--- config.mk ---
export PLATFORM = sky130hd
export DESIGN_NAME = display_test_pattern_pixel_top
export DESIGN_NICKNAME = d
export VERILOG_FILES = /design/src/dtp_pkg.sv /design/src/display_test_pattern_pixel_top.sv /design/src/dtp_cfg.sv /design/src/dtp_geom.sv /design/src/dtp_region.sv /design/src/dtp_shade.sv
export SDC_FILE = /design/constraint.sdc
export NUM_CORES = 1
export LEC_CHECK = 0
export CELL_PAD_IN_SITES_DETAIL_PLACEMENT = 1
export CELL_PAD_IN_SITES_GLOBAL_PLACEMENT = 1
export CORE_ASPECT_RATIO = 1.4
export CORE_MARGIN = 8
export CORE_UTILIZATION = 25
export CTS_CLUSTER_DIAMETER = 150
export CTS_CLUSTER_SIZE = 28
export DETAILED_ROUTE_END_ITERATION = 16
export DONT_BUFFER_PORTS = 1
export PLACE_DENSITY = 0.47
export SETUP_SLACK_MARGIN = 0.05
export SKIP_CTS_REPAIR_TIMING = 1
export SLEW_MARGIN = 20
export SYNTH_ARGS = -nofsm -noshare
export SYNTH_HDL_FRONTEND = slang
export SYNTH_HIERARCHICAL = 1
export SYNTH_SLANG_ARGS = --single-unit
export TNS_END_PERCENT = 10
--- constraint.sdc ---
create_clock -name i_clk -period 4.15 [get_ports i_clk]
set_input_delay 0.415 -clock i_clk [delete_from_list [all_inputs] [get_ports i_clk]]
set_output_delay 0.415 -clock i_clk [all_outputs]
set_load 0.05 [all_outputs]
--- src/dtp_pkg.sv ---
// Shared types, constants and helpers for the display test pattern pixel generator.
`timescale 1ns / 1ps
package dtp_pkg;

    localparam int MARGIN    = 20;
    localparam int COORD_W   = 12;
    localparam int SIZE_W    = 13;
    localparam int POS_W     = 15;
    localparam int OFF_W     = COORD_W + 3;
    localparam int THR_W     = 16;
    localparam int LVL_W     = 8;
    localparam int CH_W      = 8;
    localparam int BANDS     = 8;
    localparam int BAND_W    = 3;
    localparam int CFG_IDX_W = 1;

    localparam logic [SIZE_W-1:0] FRAME_WIDTH_RST  = 13'd640;
    localparam logic [SIZE_W-1:0] FRAME_HEIGHT_RST = 13'd480;

    typedef enum logic [CFG_IDX_W-1:0] {
        CFG_FRAME_WIDTH  = 1'b0,
        CFG_FRAME_HEIGHT = 1'b1
    } t_cfg_idx;

    typedef logic signed [POS_W-1:0] t_pos;

    typedef struct packed {
        logic [SIZE_W-1:0]             w;
        logic [SIZE_W-1:0]             h;
        t_pos                          xr;
        t_pos                          yb;
        t_pos                          wm1;
        t_pos                          hm1;
        t_pos                          wmh;
        logic [BANDS-2:0][THR_W-1:0]   thr;
    } t_cfg;

    typedef enum logic [2:0] {
        RGN_BLACK = 3'd0,
        RGN_WHITE = 3'd1,
        RGN_BLUE  = 3'd2,
        RGN_RED   = 3'd3,
        RGN_BAND  = 3'd4
    } t_region;

    typedef struct packed {
        logic              on_line;
        logic              x_box;
        logic              y_box;
        logic              x_lo;
        logic              x_hi;
        logic              y_lo;
        logic              y_hi;
        logic              in_cols;
        logic              in_rows;
        logic              diag;
        logic [OFF_W-1:0]  off8;
        logic [LVL_W-1:0]  lvl;
    } t_geom;

    typedef struct packed {
        t_region           region;
        logic [BANDS-2:0]  thermo;
        logic [LVL_W-1:0]  lvl;
    } t_mid;

    function automatic t_cfg f_cfg(input logic [SIZE_W-1:0] w, input logic [SIZE_W-1:0] h);
        t_cfg             c;
        logic [THR_W-1:0] den;
        c.w   = w;
        c.h   = h;
        c.xr  = t_pos'({2'b00, w}) - t_pos'(MARGIN + 1);
        c.yb  = t_pos'({2'b00, h}) - t_pos'(MARGIN + 1);
        c.wm1 = t_pos'({2'b00, w}) - t_pos'(1);
        c.hm1 = t_pos'({2'b00, h}) - t_pos'(1);
        c.wmh = t_pos'({2'b00, w}) - t_pos'({2'b00, h});
        den   = {3'b000, w} - THR_W'(2 * MARGIN + 2);
        for (int k = 0; k < BANDS - 1; k++) begin
            c.thr[k] = THR_W'(den * THR_W'(k + 1));
        end
        return c;
    endfunction

endpackage

--- src/display_test_pattern_pixel_top.sv ---
// Top level of the display test pattern pixel generator.
// Pipeline: three register stages (geometry, region, shade); an accepted beat passes
// through them in that order to the output.
// Throughput: one beat per cycle while the output is not stalled; each stage advances
// when empty or when the stage after it advances, so bubbles close up under output stall.
// Reset: synchronous active-low; clears all stage valids and loads 640 x 480.
`timescale 1ns / 1ps
module display_test_pattern_pixel_top
    import dtp_pkg::*;
(
    input  logic                 i_clk,
    input  logic                 i_rst_n,
    input  logic                 i_valid,
    output logic                 o_stall,
    input  logic [COORD_W-1:0]   i_col,
    input  logic [COORD_W-1:0]   i_row,
    output logic                 o_valid,
    input  logic                 i_stall,
    output logic [CH_W-1:0]      o_red,
    output logic [CH_W-1:0]      o_green,
    output logic [CH_W-1:0]      o_blue,
    input  logic                 i_cfg_valid,
    output logic                 o_cfg_ready,
    input  logic [CFG_IDX_W-1:0] i_cfg_index,
    input  logic [SIZE_W-1:0]    i_cfg_wdata
);

    t_cfg  cfg;
    t_geom geom;
    t_mid  mid;
    logic  geom_valid;
    logic  mid_valid;
    logic  en1;
    logic  en2;
    logic  en3;

    assign en3     = !o_valid || !i_stall;
    assign en2     = !mid_valid || en3;
    assign en1     = !geom_valid || en2;
    assign o_stall = !en1;

    dtp_cfg u_cfg (
        .i_clk       (i_clk),
        .i_rst_n     (i_rst_n),
        .i_cfg_valid (i_cfg_valid),
        .o_cfg_ready (o_cfg_ready),
        .i_cfg_index (i_cfg_index),
        .i_cfg_wdata (i_cfg_wdata),
        .o_cfg       (cfg)
    );

    dtp_geom u_geom (
        .i_clk   (i_clk),
        .i_rst_n (i_rst_n),
        .i_en    (en1),
        .i_valid (i_valid),
        .i_col   (i_col),
        .i_row   (i_row),
        .i_cfg   (cfg),
        .o_valid (geom_valid),
        .o_geom  (geom)
    );

    dtp_region u_region (
        .i_clk   (i_clk),
        .i_rst_n (i_rst_n),
        .i_en    (en2),
        .i_valid (geom_valid),
        .i_geom  (geom),
        .i_cfg   (cfg),
        .o_valid (mid_valid),
        .o_mid   (mid)
    );

    dtp_shade u_shade (
        .i_clk   (i_clk),
        .i_rst_n (i_rst_n),
        .i_en    (en3),
        .i_valid (mid_valid),
        .i_mid   (mid),
        .o_valid (o_valid),
        .o_red   (o_red),
        .o_green (o_green),
        .o_blue  (o_blue)
    );

endmodule

--- src/dtp_cfg.sv ---
// Frame size registers and the geometry derived from them.
`timescale 1ns / 1ps
module dtp_cfg
    import dtp_pkg::*;
(
    input  logic                 i_clk,
    input  logic                 i_rst_n,
    input  logic                 i_cfg_valid,
    output logic                 o_cfg_ready,
    input  logic [CFG_IDX_W-1:0] i_cfg_index,
    input  logic [SIZE_W-1:0]    i_cfg_wdata,
    output t_cfg                 o_cfg
);

    t_cfg              r_cfg;
    logic [SIZE_W-1:0] n_w;
    logic [SIZE_W-1:0] n_h;

    assign o_cfg_ready = 1'b1;

    always_comb begin
        n_w = r_cfg.w;
        n_h = r_cfg.h;
        if (i_cfg_valid && i_cfg_index == CFG_FRAME_WIDTH) begin
            n_w = i_cfg_wdata;
        end
        if (i_cfg_valid && i_cfg_index == CFG_FRAME_HEIGHT) begin
            n_h = i_cfg_wdata;
        end
    end

    always_ff @(posedge i_clk) begin
        if (!i_rst_n) begin
            r_cfg <= f_cfg(FRAME_WIDTH_RST, FRAME_HEIGHT_RST);
        end else if (i_cfg_valid) begin
            r_cfg <= f_cfg(n_w, n_h);
        end
    end

    assign o_cfg = r_cfg;

endmodule

--- src/dtp_geom.sv ---
// First stage: coordinate compares against margins, edges and diagonals.
`timescale 1ns / 1ps
module dtp_geom
    import dtp_pkg::*;
(
    input  logic               i_clk,
    input  logic               i_rst_n,
    input  logic               i_en,
    input  logic               i_valid,
    input  logic [COORD_W-1:0] i_col,
    input  logic [COORD_W-1:0] i_row,
    input  t_cfg               i_cfg,
    output logic               o_valid,
    output t_geom              o_geom
);

    logic               r_valid;
    t_geom              r_geom;
    t_geom              n_geom;
    t_pos               xs;
    t_pos               ys;
    t_pos               xl;
    logic [SIZE_W-1:0]  sum;
    logic [COORD_W-1:0] off;

    always_comb begin
        xs  = t_pos'({3'b000, i_col});
        ys  = t_pos'({3'b000, i_row});
        xl  = t_pos'(MARGIN);
        sum = {1'b0, i_col} + {1'b0, i_row};
        off = i_col - COORD_W'(MARGIN + 1);

        n_geom.on_line = (xs == xl) || (xs == i_cfg.xr) || (ys == xl) || (ys == i_cfg.yb);
        n_geom.x_box   = (xs == t_pos'(0)) || (xs == i_cfg.wm1);
        n_geom.y_box   = (ys == t_pos'(0)) || (ys == i_cfg.hm1);
        n_geom.x_lo    = xs < xl;
        n_geom.x_hi    = xs > i_cfg.xr;
        n_geom.y_lo    = ys < xl;
        n_geom.y_hi    = ys > i_cfg.yb;
        n_geom.in_cols = (xs > xl) && (xs < i_cfg.xr);
        n_geom.in_rows = (ys > xl) && (ys < i_cfg.yb);
        n_geom.diag    = (xs == ys) || ((xs - ys) == i_cfg.wmh)
                       || (sum == i_cfg.w) || (sum == i_cfg.h);
        n_geom.off8    = {off, 3'b000};
        n_geom.lvl     = LVL_W'(i_row - COORD_W'(MARGIN + 1));
    end

    always_ff @(posedge i_clk) begin
        if (!i_rst_n) begin
            r_valid <= 1'b0;
        end else if (i_en) begin
            r_valid <= i_valid;
        end
    end

    always_ff @(posedge i_clk) begin
        if (i_en) begin
            r_geom <= n_geom;
        end
    end

    assign o_valid = r_valid;
    assign o_geom  = r_geom;

endmodule

--- src/dtp_region.sv ---
// Second stage: region priority and band thresholds.
`timescale 1ns / 1ps
module dtp_region
    import dtp_pkg::*;
(
    input  logic  i_clk,
    input  logic  i_rst_n,
    input  logic  i_en,
    input  logic  i_valid,
    input  t_geom i_geom,
    input  t_cfg  i_cfg,
    output logic  o_valid,
    output t_mid  o_mid
);

    logic r_valid;
    t_mid r_mid;
    t_mid n_mid;

    always_comb begin
        for (int k = 0; k < BANDS - 1; k++) begin
            n_mid.thermo[k] = {1'b0, i_geom.off8} >= i_cfg.thr[k];
        end
        n_mid.lvl = i_geom.lvl;

        if (i_geom.on_line) begin
            n_mid.region = RGN_WHITE;
        end else if (i_geom.x_box && (i_geom.y_lo || i_geom.y_hi)) begin
            n_mid.region = RGN_WHITE;
        end else if (i_geom.y_box && (i_geom.x_lo || i_geom.x_hi)) begin
            n_mid.region = RGN_WHITE;
        end else if (i_geom.x_lo && i_geom.in_rows) begin
            n_mid.region = RGN_BLUE;
        end else if (i_geom.y_lo && i_geom.in_cols) begin
            n_mid.region = RGN_BLUE;
        end else if (i_geom.x_hi && i_geom.in_rows) begin
            n_mid.region = RGN_RED;
        end else if (i_geom.y_hi && i_geom.in_cols) begin
            n_mid.region = RGN_RED;
        end else if (i_geom.in_cols && i_geom.in_rows) begin
            n_mid.region = i_geom.diag ? RGN_WHITE : RGN_BAND;
        end else begin
            n_mid.region = RGN_BLACK;
        end
    end

    always_ff @(posedge i_clk) begin
        if (!i_rst_n) begin
            r_valid <= 1'b0;
        end else if (i_en) begin
            r_valid <= i_valid;
        end
    end

    always_ff @(posedge i_clk) begin
        if (i_en) begin
            r_mid <= n_mid;
        end
    end

    assign o_valid = r_valid;
    assign o_mid   = r_mid;

endmodule

--- src/dtp_shade.sv ---
// Third stage: band decode and color mapping into the output register.
`timescale 1ns / 1ps
module dtp_shade
    import dtp_pkg::*;
(
    input  logic            i_clk,
    input  logic            i_rst_n,
    input  logic            i_en,
    input  logic            i_valid,
    input  t_mid            i_mid,
    output logic            o_valid,
    output logic [CH_W-1:0] o_red,
    output logic [CH_W-1:0] o_green,
    output logic [CH_W-1:0] o_blue
);

    localparam logic [BANDS-1:0][2:0] BAND_MASK = {
        3'b000, 3'b111, 3'b110, 3'b101, 3'b011, 3'b001, 3'b010, 3'b100
    };

    logic              r_valid;
    logic [CH_W-1:0]   r_red;
    logic [CH_W-1:0]   r_green;
    logic [CH_W-1:0]   r_blue;
    logic [CH_W-1:0]   n_red;
    logic [CH_W-1:0]   n_green;
    logic [CH_W-1:0]   n_blue;
    logic [BAND_W-1:0] band;
    logic [2:0]        mask;

    always_comb begin
        band = '0;
        for (int k = 0; k < BANDS - 1; k++) begin
            band = band + BAND_W'(i_mid.thermo[k]);
        end
        mask = BAND_MASK[band];

        n_red   = '0;
        n_green = '0;
        n_blue  = '0;
        case (i_mid.region)
            RGN_WHITE: begin
                n_red   = '1;
                n_green = '1;
                n_blue  = '1;
            end
            RGN_BLUE: begin
                n_blue = '1;
            end
            RGN_RED: begin
                n_red = '1;
            end
            RGN_BAND: begin
                n_red   = mask[2] ? i_mid.lvl : '0;
                n_green = mask[1] ? i_mid.lvl : '0;
                n_blue  = mask[0] ? i_mid.lvl : '0;
            end
            default: begin
                n_red   = '0;
                n_green = '0;
                n_blue  = '0;
            end
        endcase
    end

    always_ff @(posedge i_clk) begin
        if (!i_rst_n) begin
            r_valid <= 1'b0;
        end else if (i_en) begin
            r_valid <= i_valid;
        end
    end

    always_ff @(posedge i_clk) begin
        if (i_en) begin
            r_red   <= n_red;
            r_green <= n_green;
            r_blue  <= n_blue;
        end
    end

    assign o_valid = r_valid;
    assign o_red   = r_red;
    assign o_green = r_green;
    assign o_blue  = r_blue;

endmodule

==> impl_metrics.toml, run 1 <==
[worst_setup_path]
worstSetupEndpointType = "flop"
arrival_ns = 4.21
cp_slowest_cell = "fa_1"
r2r_setup_slack_ns = 0.33
path_cells = "o31a_2, nand2_2, xnor2_4, inv_2, ha_1, fa_1, a21o_1, a21oi_2, o21bai_1, a211oi_2, buf_4, o31ai_2, o21a_1, o21a_1, o2111ai_1, o311ai_0"
critPathKind = "flop to flop"
crit_path_frequent_cell = "o21a_1"
reg2reg_from = "u_cfg/o_cfg[202]"
required_ns = 4.54
rr_endpoint = "u_cfg/o_cfg[79]"
max_stage_delay_ns = 0.46
path_max_fanout = 4
critPathLaunchType = "flop"
r2r_cells = 16

[power_and_ir_drop]
p_comb_share_pct = 44.3
ir_drop_mv = 0.226
powerDensity_nw_per_um2 = 396
power.total_w = 0.00781
internal-power_w = 0.00459
power_switching_w = 0.00322
seqPwrFrac_pct = 39.3
p_clk_share_pct = 16.4
swShare_pct = 41.3
p_leak_nw = 8.55

[layout]
multi_input_area_um2 = 11500
drive_gt1_share_pct = 9.86
n_fill_cell = 8608
seq_area_um2 = 5140
syn_to_final_growth_pct = 8.52
diodes = 0
nets = 2339
fin_cells = 3022

[clock_tree]
cts_tree = "built"
max-clock-path-buffers = 3
cts.clk_slew.worst_paths_ns = 0.12
clock_latency_ns = 0.52
clockRootBuffer = "clkbuf_16"
cts.sink_count = 221
htreeDepth = 1
cts_buffers = 11

[drt]
drt_drc_violations_left = 0
drtIter0Drc = 488
postRouteAntennaNets = 0
wl_um = 64600
drt_first_pass_iters = 4
detail_route.wl_per_cell_um = 21.4
post_drt_via_cell_ratio = 4.79
vias = 14500

[outcome]
status = "finished clean"

[sta]
post-route-period-util_pct = 92.0
min_period_ns = 3.82
setup-violations-final = 0
worst_pin_slew_ns = 1.06
finalHoldViolCount = 0
finClkSkew_ns = 0.0324
fmax_ghz = 0.262
slew_headroom_pct = 29.3
slew_viol_final = 0
rsz0062_at_grt = "no"

[global_routing]
antenna_found_initial = 0
grt_pass1_wl_um = 96800
grt.overflow.total = 0
grt_usage_pct = 15.4
grt_pass1_vias = 15500
grt_max_degree = 162

[die]
die_h_um = 335
die_w_um = 244
num_rows = 117
start_util_pct = 25.1
io_pins = 70
fp.dieArea_um2 = 81600
core_um2 = 72300

[logic_synthesis]
ys_seq_elements = 221
synthDistinctLibCells = 103
ys.warnings.count = 6
synth_area_um2 = 18200
synth-main-ff-cell = "dfxtp_1"
synth.avg_cell_area_um2 = 8.73
synthArstFlopShare_pct = 0
synth_edf_count = 72
synthesis.instances = 2080
synth-seq-area-share_pct = 28.3

[hold_path]
hp-start = "i_cfg_valid"
holdPathEnd = "u_cfg/o_cfg[66]"
hp-class = "input pin to flop"
holdPathStages = 2

[place]
gp_congestion = 0.889
dp_hpwl_um = 52000
portBuffers = 0
place_inst = 3006

[run]
max_cap_viol_count = 0
power groups by stage:
stage | registers (W) | clock network, W | logic, W
global route | 0.00310 | 0.00142 | 0.00388
floorplan | 0.00299 | 0 | 0.00246
detailed placement | 0.00313 | 0 | 0.00349
finish | 0.00307 | 0.00128 | 0.00346
CTS | 0.00308 | 0.00138 | 0.00351
global placement | 0.00313 | 0 | 0.00339
cell usage after synthesis (7+ instances only):
cell      number  area, um^2
a211o_1        7        61.3
a211oi_1      11        82.6
a21boi_0       9        67.6
a21o_1        25         188
a21o_2         8        70.1
a21oi_1      116         581
a31oi_1       14        87.6
and2_1        20         125
and3_1         7        43.8
buf_1          8        30.0
buf_2         10        50.1
buf_4         73         548
clkbuf_1      40         150
dfxtp_1      149        2980
edfxtp_1      72        2160
fa_1          15         300
ha_1         214        2680
inv_1        195         732
mux2_2         8        90.1
mux2i_1       71         711
nand2_1      133         499
nand2b_1      22         138
nand3_1       50         250
nand3b_1      15         113
nand4_1       27         169
nand4b_1       9        78.8
nor2_1       147         552
nor2b_1       74         463
nor3_1        25         125
nor4_1        10        62.6
o211a_1       12         120
o211ai_1      11        82.6
o21a_1        25         188
o21ai_0      106         531
o22ai_1        8        50.1
o31ai_1       12        90.1
or3_1         12        75.1
xnor2_1      118        1030
xor2_1        60         526
registers in the layout, indices dropped and copies added, names as in the netlist:
name	cells
u_cfg/o_cfg	146
u_geom/o_geom	30
u_region/o_mid	18
u_shade/o_blue	8
u_shade/o_green	8
u_shade/o_red	8
u_geom/o_valid	1
u_region/o_valid	1
u_shade/o_valid	1
layout by cell type (no fill, tap or decap), types with 27 or more instances in the layout:
master,count
mux2i_1,70
nor2_1,147
o21ai_0,106
edfxtp_1,72
nand4_1,27
xnor2_1,113
nand2_1,132
buf_4,105
nand3_1,49
ha_1,214
dfxtp_1,149
a21oi_1,115
xor2_1,60
inv_1,194
nor2b_1,74
through the flow:
step                      worst slack [ns]  util (%)  hold slack (ns)  area [um^2]  TNS, ns
final                                0.332      27.3           0.0474        19700        0
after global routing                0.0678      27.3           0.0342        19700        0
after CTS                            0.124      27.2           0.0104        19700        0
after detailed placement            -0.235      26.8            0.406        19400   -0.479
after global placement              -0.170      26.8            0.409        19400   -0.252
after floorplan                     0.0641         -            0.400        18200        0
worst max-delay path: cells and delay by family (launching register included):
family                   cells  cell delay, ns
adder cells (fa/ha/maj)      2            0.79
XOR/XNOR                     1            0.14
flip-flops                   1            0.38
AND/OR/NAND/NOR              1            0.15
buffers and inverters        2            0.23
AO/OA/AOI/OAI               10            2.00
cell type report:
type | count | share of cell area, %
multi-input cells | 1525 | 58.4
flip-flops and latches | 221 | 26.1
well taps | 952 | 6.04
repair buffers | 106 | 4.10
inverters | 202 | 3.85
clock buffers | 15 | 1.47
clock inverters | 1 | 0.0254
cells by family (layout without fill, tap and decap cells):
family,Yosys count,in the layout,synth area share (%)
xor gates and xnor gates,180,180,8.76
adders and majority gates,231,231,16.5
buffers and inverters,339,324,8.80
muxes,83,83,4.72
AOI/OAI and AO/OA,432,432,16.0
and+or+nand+nor,591,591,16.8
other,3,8,0.0620
DFF,221,221,28.3
worst max path at each step:
stage	start	end	slack, ns
6_report	u_cfg/o_cfg[202]	u_cfg/o_cfg[79]	0.33
5_1_grt	u_cfg/o_cfg[202]	u_cfg/o_cfg[79]	0.07
4_1_cts	u_cfg/o_cfg[202]	u_cfg/o_cfg[79]	0.12
3_5_place_dp	i_cfg_index	u_cfg/o_cfg[79]	-0.23
3_3_place_gp	i_cfg_index	u_cfg/o_cfg[79]	-0.17
2_1_floorplan	i_cfg_index	u_cfg/o_cfg[79]	0.06
routing by layer:
metal  track usage, %  share of wire [%]  vias up
met5                0                  0        -
met4             6.42                4.3        0
met3             1.31                1.8       66
met2             31.5                 56      126
met1             15.6                 38     7163
li1                 -                  -     7108
Power figures use the tool's default switching activity.
==> run 2: changes to the inputs <==
==> constraint.sdc (replaced) <==
create_clock -name i_clk -period 4.15 [get_ports i_clk]
set_input_delay 0.2075 -clock i_clk [delete_from_list [all_inputs] [get_ports i_clk]]
set_output_delay 0.2075 -clock i_clk [all_outputs]
set_load 0.05 [all_outputs]
==> impl_metrics.toml, run 2 (same netlist as run 1, synthesis figures left out) <==
[outcome]
status = "finished, violations left"
violations = "negative hold slack"

[drt]
wl_met1_um = 25100
drt_first_pass_iters = 5
wl_met2_um = 36700
vias = 14800
postRouteAntennaNets = 0
highest_layer = "met4"
drtIter0Drc = 480
detail_route.wl_per_cell_um = 21.5
drt_drc_violations_left = 0
wl_um = 66600
wl_met3_um = 1380
post_drt_via_cell_ratio = 4.78

[die]
core_um2 = 72300
die_h_um = 335
fp.dieArea_um2 = 81600
num_rows = 117
io_pins = 70
start_util_pct = 25.1
die_w_um = 244

[power_and_ir_drop]
powerDensity_nw_per_um2 = 383
power.total_w = 0.00786
ir_drop_mv = 0.216
p_leak_nw = 8.89

[sta]
setup-violations-final = 0
finalHoldViolCount = 8
hold_slack_ns = -0.0602
fmax_ghz = 0.260
post-route-period-util_pct = 92.5
rsz0062_at_grt = "yes"
slew_headroom_pct = 29.3
worst_pin_slew_ns = 1.06
min_period_ns = 3.84
slew_viol_final = 0
finClkSkew_ns = 0.0419
tns_ns = 0

[worst_setup_path]
path_max_fanout = 7
critPathKind = "flop to flop"
required_ns = 4.53
worstSetupEndpointType = "flop"
r2r_setup_slack_ns = 0.31
arrival_ns = 4.22
critPathLaunchType = "flop"

[layout]
layout_common_cells = "214 x ha_1, 195 x inv_1, 149 x dfxtp_1"
fin_cells = 3096
n_fill_cell = 8620
seq_area_um2 = 5140
multi_input_area_um2 = 11500
syn_to_final_growth_pct = 13.0
diodes = 0
nets = 2413
final_common_cell = "ha_1"
fin_util_pct = 28.4
drive_gt1_share_pct = 7.00
largest_reg_flops = 146

[clock_tree]
cts_buffers = 11
cts_tree = "built"
max-clock-path-buffers = 3
htreeDepth = 1
cts.sink_count = 221
clock_latency_ns = 0.52
cts.clk_slew.worst_paths_ns = 0.13
clockRootBuffer = "clkbuf_16"

[global_routing]
grt_pass1_wl_um = 95700
antenna_found_initial = 1
grt.overflow.total = 0
grt_usage_pct = 15.3
grt_pass1_vias = 15300
grt_max_degree = 162

[run]
max_cap_viol_count = 0

[place]
gp_congestion = 0.857
portBuffers = 0
dp_hpwl_um = 51500
place_inst = 2960

[hold_path]
hp-class = "input pin to flop"
[run 2: worst paths after layout]
path,end,from,cells past startpoint
min reg2reg,u_region/o_mid[6],u_geom/o_geom[6],0
max,u_cfg/o_cfg[79],u_cfg/o_cfg[202],16
max reg2reg,u_cfg/o_cfg[79],u_cfg/o_cfg[202],16
min,u_cfg/o_cfg[75],i_rst_n,1
[run 2: cell type report]
class,count,area share (%)
Multi-Input combinational cell,1525,55.8
Sequential cell,221,25.1
Timing Repair Buffer,180,8.14
Tap cell,952,5.81
Inverter,202,3.70
Clock buffer,15,1.41
Clock inverter,1,0.0244
[run 2: metrics by stage]
stage	worst slack [ns]	instance area, um^2
CTS	0.216	19300
finish	0.310	20500
global placement	0.115	19000
global route	0.0307	20500
detailed placement	0.0649	19000
floorplan	0.108	18200
[run 2: critical path: stages (launching register included)]
cell and delay (ns):
dfxtp_1 0.41, o31a_2 0.41, nand2_1 0.16, xnor2_2 0.14
inv_1 0.08, ha_1 0.33, fa_1 0.47, a21o_1 0.18
a21oi_1 0.21, o21bai_1 0.11, a211oi_1 0.24, buf_4 0.16
o31ai_2 0.09, o21a_1 0.20, o21a_1 0.19, o2111ai_1 0.18
o311ai_1 0.13
[run 2: power by group]
group | switching (W) | total, W | internal (W)
combinational | 0.00198 | 0.00351 | 0.00153
clock | 0.000784 | 0.00129 | 0.000502
sequential | 0.000508 | 0.00307 | 0.00256
total | 0.00327 | 0.00786 | 0.00459
[run 2: layer usage]
metal	vias up	track usage, %
met3	88	1.33
met4	0	7.35
met1	7273	15.3
li1	7261	-
met2	171	30.8
met5	-	0
